File: src/hdl/lswsum_pkg.sv
// Shared constants, command and status types for the longest-subarray-with-sum block.
package lswsum_pkg;

    localparam int SUM_BITS           = 27;
    localparam int EPOCH_BITS         = 8;
    localparam int DEF_MAX_LEN        = 1024;
    localparam int DEF_VALUE_BITS     = 16;
    localparam int DEF_TABLE_SLOTS    = 2048;

    typedef struct packed {
        logic accept;
        logic add;
        logic set_ovf;
        logic set_best_full;
        logic mod_start;
        logic key_diff;
        logic probe_init;
        logic probe_next;
        logic take_cand;
        logic mem_wr;
        logic pos_inc;
        logic load_out;
        logic clear_run;
        logic clr_wr;
    } lswsum_cmd_t;

    typedef struct packed {
        logic cap_full;
        logic eq_target;
        logic diff_ok;
        logic mod_done;
        logic slot_hit;
        logic slot_free;
        logic probe_last;
        logic last_item;
        logic out_free;
        logic epoch_wrap;
        logic clr_last;
    } lswsum_sts_t;

endpackage

File: src/hdl/lswsum_ctrl.sv
// Controller: sequences sum update, hash lookup, insert, result and table clearing.
module lswsum_ctrl (
    input  logic                    clk,
    input  logic                    rst_n,
    input  logic                    s_tvalid,
    output logic                    s_tready,
    output lswsum_pkg::lswsum_cmd_t cmd,
    input  lswsum_pkg::lswsum_sts_t sts
);

    localparam logic [2:0] ST_CLEAR = 3'd0;
    localparam logic [2:0] ST_IDLE  = 3'd1;
    localparam logic [2:0] ST_START = 3'd2;
    localparam logic [2:0] ST_LOOK  = 3'd3;
    localparam logic [2:0] ST_MODW  = 3'd4;
    localparam logic [2:0] ST_RD    = 3'd5;
    localparam logic [2:0] ST_CHK   = 3'd6;
    localparam logic [2:0] ST_FIN   = 3'd7;

    localparam logic MODE_INSERT = 1'b0;
    localparam logic MODE_LOOKUP = 1'b1;

    logic [2:0] state_reg;
    logic [2:0] state_next;
    logic       mode_reg;
    logic       mode_next;

    always_comb
    begin
        state_next = state_reg;
        mode_next  = mode_reg;
        cmd        = '0;
        s_tready   = 1'b0;
        unique case (state_reg)
            ST_CLEAR:
            begin
                cmd.clr_wr = 1'b1;
                if (sts.clr_last)
                begin
                    state_next = ST_IDLE;
                end
            end
            ST_IDLE:
            begin
                s_tready = 1'b1;
                if (s_tvalid)
                begin
                    cmd.accept = 1'b1;
                    state_next = ST_START;
                end
            end
            ST_START:
            begin
                if (sts.cap_full)
                begin
                    cmd.set_ovf = 1'b1;
                    state_next  = ST_FIN;
                end
                else
                begin
                    cmd.add    = 1'b1;
                    state_next = ST_LOOK;
                end
            end
            ST_LOOK:
            begin
                cmd.mod_start = 1'b1;
                state_next    = ST_MODW;
                if (sts.eq_target)
                begin
                    cmd.set_best_full = 1'b1;
                    mode_next         = MODE_INSERT;
                end
                else if (sts.diff_ok)
                begin
                    cmd.key_diff = 1'b1;
                    mode_next    = MODE_LOOKUP;
                end
                else
                begin
                    mode_next = MODE_INSERT;
                end
            end
            ST_MODW:
            begin
                if (sts.mod_done)
                begin
                    cmd.probe_init = 1'b1;
                    state_next     = ST_RD;
                end
            end
            ST_RD:
            begin
                state_next = ST_CHK;
            end
            ST_CHK:
            begin
                if (sts.slot_hit || sts.slot_free || sts.probe_last)
                begin
                    if (mode_reg == MODE_LOOKUP)
                    begin
                        cmd.take_cand = sts.slot_hit;
                        cmd.mod_start = 1'b1;
                        mode_next     = MODE_INSERT;
                        state_next    = ST_MODW;
                    end
                    else
                    begin
                        cmd.mem_wr  = sts.slot_free;
                        cmd.pos_inc = 1'b1;
                        state_next  = ST_FIN;
                    end
                end
                else
                begin
                    cmd.probe_next = 1'b1;
                    state_next     = ST_RD;
                end
            end
            ST_FIN:
            begin
                if (!sts.last_item)
                begin
                    state_next = ST_IDLE;
                end
                else if (sts.out_free)
                begin
                    cmd.load_out  = 1'b1;
                    cmd.clear_run = 1'b1;
                    state_next    = sts.epoch_wrap ? ST_CLEAR : ST_IDLE;
                end
            end
            default:
            begin
                state_next = ST_CLEAR;
            end
        endcase
    end

    always_ff @(posedge clk or negedge rst_n)
    begin
        if (!rst_n)
        begin
            state_reg <= ST_CLEAR;
            mode_reg  <= MODE_INSERT;
        end
        else
        begin
            state_reg <= state_next;
            mode_reg  <= mode_next;
        end
    end

    a_chk_after_rd: assert property (@(posedge clk) disable iff (!rst_n)
        (state_reg == ST_CHK) |-> ($past(state_reg) == ST_RD))
        else $error("slot checked without a preceding read");

    a_no_take_in_clear: assert property (@(posedge clk) disable iff (!rst_n)
        (state_reg == ST_CLEAR) |-> !s_tready)
        else $error("item accepted during clearing pass");

    a_wr_only_insert: assert property (@(posedge clk) disable iff (!rst_n)
        cmd.mem_wr |-> (mode_reg == MODE_INSERT))
        else $error("table write during lookup probe");

endmodule

File: config.mk
export PLATFORM = sky130hd
export DESIGN_NAME = lswsum_ctrl
export DESIGN_NICKNAME = d
export VERILOG_FILES = /design/src/hdl/lswsum_pkg.sv /design/src/hdl/lswsum_ctrl.sv
export SDC_FILE = /design/constraint.sdc
export NUM_CORES = 1
export LEC_CHECK = 0
export ABC_AREA = 1
export BUFFER_PORTS_ARGS = -buffer_cell sky130_fd_sc_hd__buf_2
export CORE_AREA = 4 4 41 43
export DETAILED_ROUTE_END_ITERATION = 8
export DIE_AREA = 0 0 45 47
export GPL_TIMING_DRIVEN = 0
export HOLD_SLACK_MARGIN = 0.06
export PLACE_DENSITY = 0.68
export SYNTH_ARGS = -nofsm -noshare
export SYNTH_HDL_FRONTEND = slang
export SYNTH_SLANG_ARGS = --single-unit
File: constraint.sdc
create_clock -name clk -period 1.7 [get_ports clk]
set_input_delay 0.34 -clock clk [delete_from_list [all_inputs] [get_ports clk]]
set_output_delay 0.34 -clock clk [all_outputs]
set_load 0.05 [all_outputs]
After elaboration in Yosys (flattened, before gate mapping)
Cells that the tools add are included.
{"block": "totals", "inputBits": 14, "out_inout_bits": 15, "word_cells": 57, "regBits": 4}
{"block": "op_classes", "n_mux": 37, "n_reduce_logical": 6, "n_eq_ne": 12}
{"op": "3-bit one-hot mux with 8 select lines", "count": 1}
{"op": "3-bit 2-to-1 mux", "count": 7}
{"op": "1-bit 2-to-1 mux", "count": 19}
{"op": "2-bit 2-to-1 mux", "count": 7}
{"op": "3-bit == test, second input constant", "count": 4}
{"op": "2-bit inequality test, second input constant", "count": 4}
{"op": "3-bit by 2-bit == test with 1-bit output, second input constant", "count": 2}
{"op": "4-bit 2-to-1 mux", "count": 1}
{"op": "1-bit one-hot mux with 2 select lines", "count": 2}
{"op": "4-bit AND reduction", "count": 1}
{"op": "3-bit by 1-bit == test with 1-bit output, second input constant", "count": 1}
{"op": "3-bit logical NOT", "count": 1}
{"op": "3-bit inequality test, second input constant", "count": 1}
{"op": "1-bit logical OR", "count": 2}
{"op": "2-bit AND reduction", "count": 1}
{"op": "2-bit nonzero test", "count": 1}

Depth between registers and ports, before layout
Gate-level depths: netlist of the first run.
{"block": "logic_depth", "ltp_word": 4, "mapped_depth": 8, "depth_no_buf": 8}

Worst setup path after synthesis of the first run
No wires, ideal clock.
{"block": "synth_timing", "path_type": "register -> output", "from": "register state_reg[0]", "to": "output port cmd[4] (netlist name)", "n_path_buf": 0, "path_slack_ns": -0.375, "t_arrival_ns": 1.735, "required_ns": 1.360, "path_stages_with_launch": 4, "path_cell_list": "dfrtp_1 -> inv_1 -> nand3_1 -> nor3_1"}
{"element": "from (decl)", "line": "lswsum_ctrl.sv:23", "text": "logic [2:0] state_reg;"}
{"element": "from (signal assigned)", "line": "lswsum_ctrl.sv:149", "text": "state_reg <= state_next;"}
{"element": "to (decl)", "line": "lswsum_ctrl.sv:7", "text": "output lswsum_pkg::lswsum_cmd_t cmd,"}

==> impl_metrics.csv, run 1 <==
group,metric,value,unit
run_status,status,"finished clean",
finish,drive_above_1_share,40.7,%
timing,rsz0062_at_grt,"true",
clock_tree,clk_pin_slew,0.04,ns
finish,mostFrequentLayoutCell,"nand2_1",
clock_tree,cts_htree_levels,1,
critical_path,cp_max_fo,6,
floorplan,core-area,1300,um2
synthesis,netlist_area,423,um2
flow_run,cap_violations,0,
synthesis,avgSynthCellArea,5.10,um2
worst_hold_path,min_from,"sts[2]",
timing,relSlewSlack,83.4,%
placement,dp_cells,126,
detailed_routing,viasPerCell,4.35,
timing,hold_viol,0,
finish,area_growth,69.2,%
timing,setup_slack,0.0332,ns
worst_hold_path,hp-class,"input port to flop",
synthesis,yosys.cell_types.count,13,
clock_tree,root_buffer,"clkbuf_4",
critical_path,critPathRequiredTime,1.36,ns
timing,finalSetupViolations,0,
detailed_routing,drtIter0Drc,1,
synthesis,syn-num-nets,97,
critical_path,endpoint_kind,"output pin",
placement,numPortBuffers,28,
grt,grtUsageTotal,11.5,%
timing,hold_slack,0.397,ns
floorplan,die_area,2120,um2
power_and_ir_drop,p_leak,0.460,nW
synthesis,yosysSeqAreaShare,23.7,%
clock_tree,clk_latency,0.23,ns
clock_tree,numCtsBuffers,3,
critical_path,r2r_cells,6,
finish,multiInputGateArea,282,um2
clock_tree,cts_buffer_depth,2,
floorplan,die_h,47,um
timing,worst_slew_pin_slew,0.250,ns
critical_path,crit_type,"flop to output pin",
floorplan,std_cell_rows,13,
grt,grt-ovfl-total,0,
synthesis,postSynthCellCount,83,
floorplan,dieWidth,45,um
timing,fin_crit_sh,98.0,%
detailed_routing,detail_route.wl_per_cell,8.86,um
power_and_ir_drop,vdd_ir_drop_max,0.662,mV
critical_path,timing.rr.end,"state_reg[2]",
synthesis,yosys_warnings,0,
synthesis,synth-seq-cells,4,
finish,instances_no_fill,133,
timing,final.min_clock_period,1.67,ns
timing,fmax,0.600,GHz
finish,nFillCells,139,
placement,hpwl,969,um
detailed_routing,dr_total_vias,578,
timing,maxSlewViolCount,0,
floorplan,start_util,32.5,%
floorplan,io_pins,29,
detailed_routing,drt_first_pass_iters,3,
detailed_routing,routed_wl,1180,um
timing,tns,0,ns
finish,seq_area,104,um2
grt,grt_pass1_wl,1790,um
finish,largest_reg_flops,3,
clock_tree,tritoncts,"done",
grt,grt_antenna_before_repair,0,
clock_tree,cts.sinks,4,
placement,post-place-ws,0.0884,ns
placement,placement.cell_area,599,um2
critical_path,cp.arrival,1.33,ns
finish,fin_nets,134,
grt,grt_max_degree,9,
finish,final_cell_area,716,um2
placement,routabilityCongestion,0.781,
critical_path,worstSetupStartpointType,"flop",
grt,grt_pass1_vias,481,
detailed_routing,antenna_left,0,
timing,skew,0.00429,ns
detailed_routing,drc,0,
worst_hold_path,whs_endpoint,"state_reg[1]",
worst_hold_path,min_path_cells,4,
finish,final_cell_mix,"nand2_1, inv_1, buf_2",
critical_path,reg2reg_from,"state_reg[1]",
finish,antennaDiodeCount,0,
critical_path,ff2ff_setup_slack,0.59,ns
power_and_ir_drop,p_per_area,1660,nW/um2
## Yosys cell counts
cell type	instances	area share, %
buf_4	1	1.8
nand4_1	1	1.5
nor2_1	17	15
o21ai_0	2	2.4
nand3_1	5	5.9
nor2_2	1	1.5
inv_2	1	0.89
nor3_1	2	2.4
nand2_1	28	25
nand2_2	2	3.0
inv_1	18	16
a21oi_1	1	1.2
dfrtp_1	4	24
## power breakdown
part | internal [W] | switching [W] | total, W
Clock | 0.0000789 | 0.0000379 | 0.000117
Combinational | 0.000273 | 0.000584 | 0.000858
Sequential | 0.000147 | 0.0000687 | 0.000216
Total | 0.000499 | 0.000691 | 0.00119
## final cells by class
class | instances | share of cell area (%)
buffer | 1 | 1.05
clock buffer | 3 | 3.15
inverter | 19 | 10.3
multi-input combinational | 59 | 39.3
sequential | 4 | 14.5
tap | 15 | 2.62
timing repair buffer | 32 | 29.0
## worst max path at each step
stage	depth (start not counted)	slack (ns)	end	from
after floorplan	3	-0.01	cmd[6]	state_reg[0]
after global placement	6	0.10	cmd[2]	state_reg[2]
after detailed placement	6	0.09	cmd[3]	state_reg[0]
after CTS	6	0.004	cmd[2]	state_reg[1]
after global routing	6	-0.04	cmd[2]	state_reg[1]
final	6	0.03	cmd[2]	state_reg[1]
## cells by family after synthesis
kind of cell,count (synthesis),share of synthesized area (%)
simple gates,56,54.1
buf+inv,20,18.6
flops,4,23.7
compound gates,3,3.55
## per-stage QoR
step	utilization [%]	total power, W
finish	55.0	0.00119
global route	55.0	0.00129
CTS	51.1	0.00112
global placement	46.1	0.000919
floorplan	-	0.000774
detailed placement	46.1	0.000931
## worst max-delay path, stage by stage (launching register included)
cell	delay, ns
dfrtp_2	0.43
nand2_2	0.11
nor2_4	0.12
nand2_1	0.09
nor2_4	0.09
buf_4	0.11
buf_6	0.14
## what timing repair did
| item | CTS | global route |
|---|---|---|
| resized for setup | 7 | 18 |
| hold endpoints to repair | 4 | 0 |
| setup endpoints to repair | 7 | 14 |
| setup buffers | 2 | 1 |
| pin swaps | 0 | 0 |
| hold buffers | 1 | 0 |
## layer usage
| layer | routed length, um | share of wire [%] | track usage [%] |
|---|---|---|---|
| met1 | 468 | 40 | 11.9 |
| met2 | 588 | 50 | 21.8 |
| met3 | 109 | 9.3 | 2.68 |
| met4 | 12 | 1.0 | 5.26 |
| met5 | 0 | 0 | 0 |
Note: power is estimated with default switching activity, not from simulation.
==> run 2, diff against run 1 <==
--- a/config.mk
+++ b/config.mk
@@ -6,13 +6,13 @@
 export NUM_CORES = 1
 export LEC_CHECK = 0
 export ABC_AREA = 1
-export BUFFER_PORTS_ARGS = -buffer_cell sky130_fd_sc_hd__buf_2
 export CORE_AREA = 4 4 41 43
 export DETAILED_ROUTE_END_ITERATION = 8
 export DIE_AREA = 0 0 45 47
+export DONT_BUFFER_PORTS = 1
 export GPL_TIMING_DRIVEN = 0
 export HOLD_SLACK_MARGIN = 0.06
-export PLACE_DENSITY = 0.68
+export PLACE_DENSITY = 0.49
 export SYNTH_ARGS = -nofsm -noshare
 export SYNTH_HDL_FRONTEND = slang
 export SYNTH_SLANG_ARGS = --single-unit
==> run 2 against run 1 <==
  * The flow now finishes with violations (setup timing)
  * Clock skew decreased by 0.0030 ns
  * Via count shrank 2.9%
  * Cell area is 1.9% higher
  * Count of clock-buffer cells in the layout is the same
==> impl_metrics.csv, run 2 (same netlist as run 1, synthesis figures left out) <==
group,metric,value,unit
run_status,status,"finished with violations",
run_status,violations,"setup timing",
grt,grtUsageTotal,12.8,%
timing,hold_viol,0,
floorplan,std_cell_rows,13,
detailed_routing,routed_wl,1230,um
power_and_ir_drop,finalPower,0.00139,W
floorplan,die_area,2120,um2
finish,mostFrequentLayoutCell,"nand2_1",
detailed_routing,detail_route.wl_per_cell,10.8,um
grt,grt_max_degree,9,
worst_hold_path,hp-class,"input port to flop",
timing,rsz0062_at_grt,"true",
placement,hpwl,878,um
floorplan,core-area,1300,um2
finish,antennaDiodeCount,0,
timing,relSlewSlack,64.1,%
grt,grt_pass1_vias,532,
detailed_routing,drc,0,
floorplan,start_util,32.5,%
floorplan,dieWidth,45,um
timing,skew,0.00125,ns
placement,placement.cell_area,459,um2
critical_path,ff2ff_setup_slack,0.42,ns
placement,numPortBuffers,0,
power_and_ir_drop,p_leak,0.362,nW
finish,final_cell_area,729,um2
grt,grt_antenna_before_repair,0,
critical_path,cp.arrival,1.43,ns
grt,grt-ovfl-total,0,
critical_path,critPathRequiredTime,1.36,ns
grt,grt_pass1_wl,1970,um
power_and_ir_drop,p_sw_share,58.8,%
finish,drive_above_1_share,50.5,%
clock_tree,tritoncts,"done",
finish,instances_no_fill,114,
detailed_routing,antenna_left,0,
critical_path,worstSetupStartpointType,"flop",
critical_path,endpoint_kind,"output pin",
clock_tree,cts_buffer_depth,2,
timing,worst_slew_pin_slew,0.537,ns
timing,setup_slack,-0.0675,ns
clock_tree,root_buffer,"clkbuf_4",
finish,area_growth,72.5,%
flow_run,cap_violations,0,
clock_tree,numCtsBuffers,3,
detailed_routing,viasPerCell,4.92,
floorplan,io_pins,29,
finish,fin_nets,115,
power_and_ir_drop,vdd_ir_drop_max,0.859,mV
finish,final_cell_mix,"nand2_1, inv_1, buf_4",
placement,routabilityCongestion,0.763,
power_and_ir_drop,p_int,0.000574,W
clock_tree,cts.sinks,4,
detailed_routing,drt_first_pass_iters,4,
floorplan,die_h,47,um
detailed_routing,drtIter0Drc,9,
critical_path,crit_type,"flop to output pin",
power_and_ir_drop,combPwrFrac,76.1,%
power_and_ir_drop,p_clk_share,8.1,%
clock_tree,cts_htree_levels,1,
power_and_ir_drop,power_switching,0.000818,W
timing,maxSlewViolCount,0,
finish,largest_reg_flops,3,
clock_tree,clk_pin_slew,0.03,ns
timing,final.min_clock_period,1.77,ns
critical_path,cp_max_fo,5,
power_and_ir_drop,p_per_area,1910,nW/um2
power_and_ir_drop,seqPwrFrac,15.8,%
timing,fin_crit_sh,104,%
timing,fmax,0.566,GHz
placement,dp_cells,98,
timing,finalSetupViolations,5,
clock_tree,clk_latency,0.23,ns
detailed_routing,dr_total_vias,561,
-- run 2: through the flow --
stage,worst slack (ns),hold WS (ns),setup TNS (ns),util [%]
floorplan,-0.0119,0.0444,-0.0123,-
global placement,-0.126,0.0445,-0.718,35.3
detailed placement,-0.137,0.0445,-0.738,35.3
CTS,-0.144,0.299,-0.508,49.1
global route,-0.132,0.299,-0.462,56.1
finish,-0.0675,0.303,-0.121,56.1
-- run 2: worst paths after layout --
path,end,cells after the start,startpoint
worst min-delay path,state_reg[1],3,sts[2]
min in group asynchronous,mode_reg,1,rst_n
worst min register to register,mode_reg,2,mode_reg
worst max-delay path,cmd[2],5,state_reg[1]
worst max register to register,state_reg[1],8,state_reg[0]
max in group asynchronous,state_reg[1],1,rst_n
-- run 2: cell type report --
class | count | area [um2]
buffer | 1 | 15.0
clock buffer | 3 | 22.5
fill | 132 | 572
inverter | 19 | 81.3
multi-input combinational | 59 | 388
sequential | 4 | 104
tap | 15 | 18.8
timing repair buffer | 13 | 100
-- run 2: what timing repair did --
item	4_1_cts	5_1_grt
endpoints found under the hold margin	4	0
resized for setup	27	16
pin swaps	4	11
hold buffers	1	0
setup endpoints to repair	13	13
buffers inserted	5	7
-- run 2: layer usage --
layer	part of all wire, %	vias up	GRT usage (%)
met1	37	254	13.3
met3	9.0	0	3.45
met5	0	-	0
met4	0	0	6.43
li1	-	276	-
met2	54	31	23.4
-- run 2: power groups by stage --
stage	logic, W	clock network, W	registers (W)
after global routing	0.00114	0.000129	0.000226
after global placement	0.000653	0	0.000206
final	0.00106	0.000113	0.000220
after detailed placement	0.000653	0	0.000207
after floorplan	0.000584	0	0.000191
after CTS	0.000898	0.000118	0.000198
-- run 2: worst max-delay path, cell delays in order (launching register included) --
cell and delay, ns:
dfrtp_2 0.41, nand2_2 0.10, nor2_4 0.11, nand2_2 0.07
nor2_4 0.30, buf_8 0.20
==> run 3, diff against run 2 <==
--- a/config.mk
+++ b/config.mk
@@ -12,7 +12,7 @@
 export DONT_BUFFER_PORTS = 1
 export GPL_TIMING_DRIVEN = 0
 export HOLD_SLACK_MARGIN = 0.06
-export PLACE_DENSITY = 0.49
+export PLACE_DENSITY = 0.48
 export SYNTH_ARGS = -nofsm -noshare
 export SYNTH_HDL_FRONTEND = slang
 export SYNTH_SLANG_ARGS = --single-unit
==> run 3 against run 2 <==
  * The run still ends with setup timing left
  * Worst setup slack worse by 0.020 ns
  * First-iteration DRC count shrank 33%
  * Sequential power fell by 4%
  * Critical path type unchanged
==> impl_metrics.csv, run 3 (same netlist as run 1, synthesis figures left out) <==
group,metric,value,unit
critical_path,crit_type,"flop to output pin",
finish,nFillCells,120,
finish,mostFrequentLayoutCell,"nand2_1",
placement,routabilityCongestion,0.800,
detailed_routing,drtIter0Drc,6,
finish,fin_nets,119,
detailed_routing,highest_layer,"met3",
finish,final_cell_mix,"nand2_1, buf_4, inv_1",
timing,rsz0062_at_grt,"true",
detailed_routing,route.layer.met1.wl,486,um
clock_tree,root_buffer,"clkbuf_4",
critical_path,critPathRequiredTime,1.36,ns
grt,grt_antenna_before_repair,0,
critical_path,cp.arrival,1.45,ns
placement,post-place-ws,-0.156,ns
detailed_routing,routed_wl,1300,um
floorplan,die_h,47,um
detailed_routing,dr_wl_met3,107,um
run_status,violations,"setup timing",
grt,grt_pass1_vias,510,
floorplan,core-area,1300,um2
detailed_routing,dr_total_vias,544,
power_and_ir_drop,vdd_ir_drop_max,0.811,mV
flow_run,cap_violations,0,
finish,drive_above_1_share,50.5,%
clock_tree,clk_latency,0.24,ns
clock_tree,tritoncts,"done",
floorplan,std_cell_rows,13,
detailed_routing,detail_route.wl_per_cell,11.0,um
floorplan,dieWidth,45,um
finish,antennaDiodeCount,0,
critical_path,worstSetupStartpointType,"flop",
clock_tree,cts.sinks,4,
grt,grt_max_degree,9,
timing,setup_slack,-0.0874,ns
placement,placement.cell_area,459,um2
grt,grt_pass1_wl,2040,um
floorplan,io_pins,29,
clock_tree,cts_buffer_depth,2,
detailed_routing,antenna_left,0,
placement,dp_cells,98,
floorplan,start_util,32.5,%
detailed_routing,drc,0,
clock_tree,numCtsBuffers,3,
timing,final.min_clock_period,1.79,ns
finish,area_growth,90.2,%
detailed_routing,viasPerCell,4.61,
timing,fmax,0.559,GHz
timing,skew,0.00880,ns
power_and_ir_drop,finalPower,0.00156,W
finish,instances_no_fill,118,
critical_path,ff2ff_setup_slack,0.34,ns
power_and_ir_drop,p_per_area,1940,nW/um2
detailed_routing,drt_first_pass_iters,4,
floorplan,die_area,2120,um2
timing,hold_viol,0,
power_and_ir_drop,p_leak,0.402,nW
finish,final_cell_area,805,um2
timing,worst_slew_pin_slew,0.533,ns
run_status,status,"finished with violations",
placement,numPortBuffers,0,
timing,finalSetupViolations,8,
critical_path,endpoint_kind,"output pin",
timing,maxSlewViolCount,0,
placement,hpwl,870,um
critical_path,cp_max_fo,8,
timing,fin_crit_sh,105,%
detailed_routing,wl_met2,705,um
worst_hold_path,hp-class,"input port to flop",
timing,hold_slack,0.307,ns
clock_tree,clk_pin_slew,0.04,ns
grt,grtUsageTotal,13.4,%
grt,grt-ovfl-total,0,
timing,relSlewSlack,64.4,%
clock_tree,cts_htree_levels,1,
finish,largest_reg_flops,3,
==> run 3: through the flow <==
step           setup TNS, ns  util [%]
2_1_floorplan        -0.0123         -
3_3_place_gp          -0.765      35.3
3_5_place_dp          -0.831      35.3
4_1_cts               -0.324      54.2
5_1_grt                -1.11      61.8
6_report              -0.307      61.8
==> run 3: routing by layer <==
metal / global-route usage (%) / vias up
met5: 0 / -
met4: 1.75 / 0
met3: 6.90 / 0
met2: 22.9 / 18
met1: 15.4 / 245
li1: - / 281
==> run 3: final cells by class <==
type	count	area, um2	area share (%)
plain buffers	1	11.3	1.40
well taps	15	18.8	2.33
repair buffers	17	159	19.8
clock buffers	3	22.5	2.80
inverters	19	96.3	12.0
multi-input cells	59	393	48.8
flip-flops and latches	4	104	12.9
==> run 3: where the power goes <==
| group | internal, W | switching (W) |
|---|---|---|
| Combinational | 0.000453 | 0.000777 |
| Sequential | 0.000147 | 0.0000648 |
| Clock | 0.0000789 | 0.0000392 |
==> run 3: final timing paths <==
kind | from | to | cells past startpoint
worst max-delay path | state_reg[2] | cmd[2] | 5
worst min-delay path | sts[2] | state_reg[1] | 3
worst max register to register | state_reg[1] | state_reg[1] | 8
worst min register to register | mode_reg | mode_reg | 2
max in group asynchronous | rst_n | state_reg[0] | 1
min in group asynchronous | rst_n | mode_reg | 1
==> run 3: what timing repair did <==
item	4_1_cts	5_1_grt
gates resized for setup	35	14
pin swaps	6	9
hold buffers	1	0
hold endpoints to repair	4	0
buffers inserted	12	4
setup endpoints to repair	13	13
==> run 3: worst max-delay path, cell delays in order, from the launching register on <==
cell	delay, ns
dfrtp_2	0.39
inv_4	0.09
nor2_4	0.15
nand2_2	0.07
nor2_4	0.29
buf_6	0.22
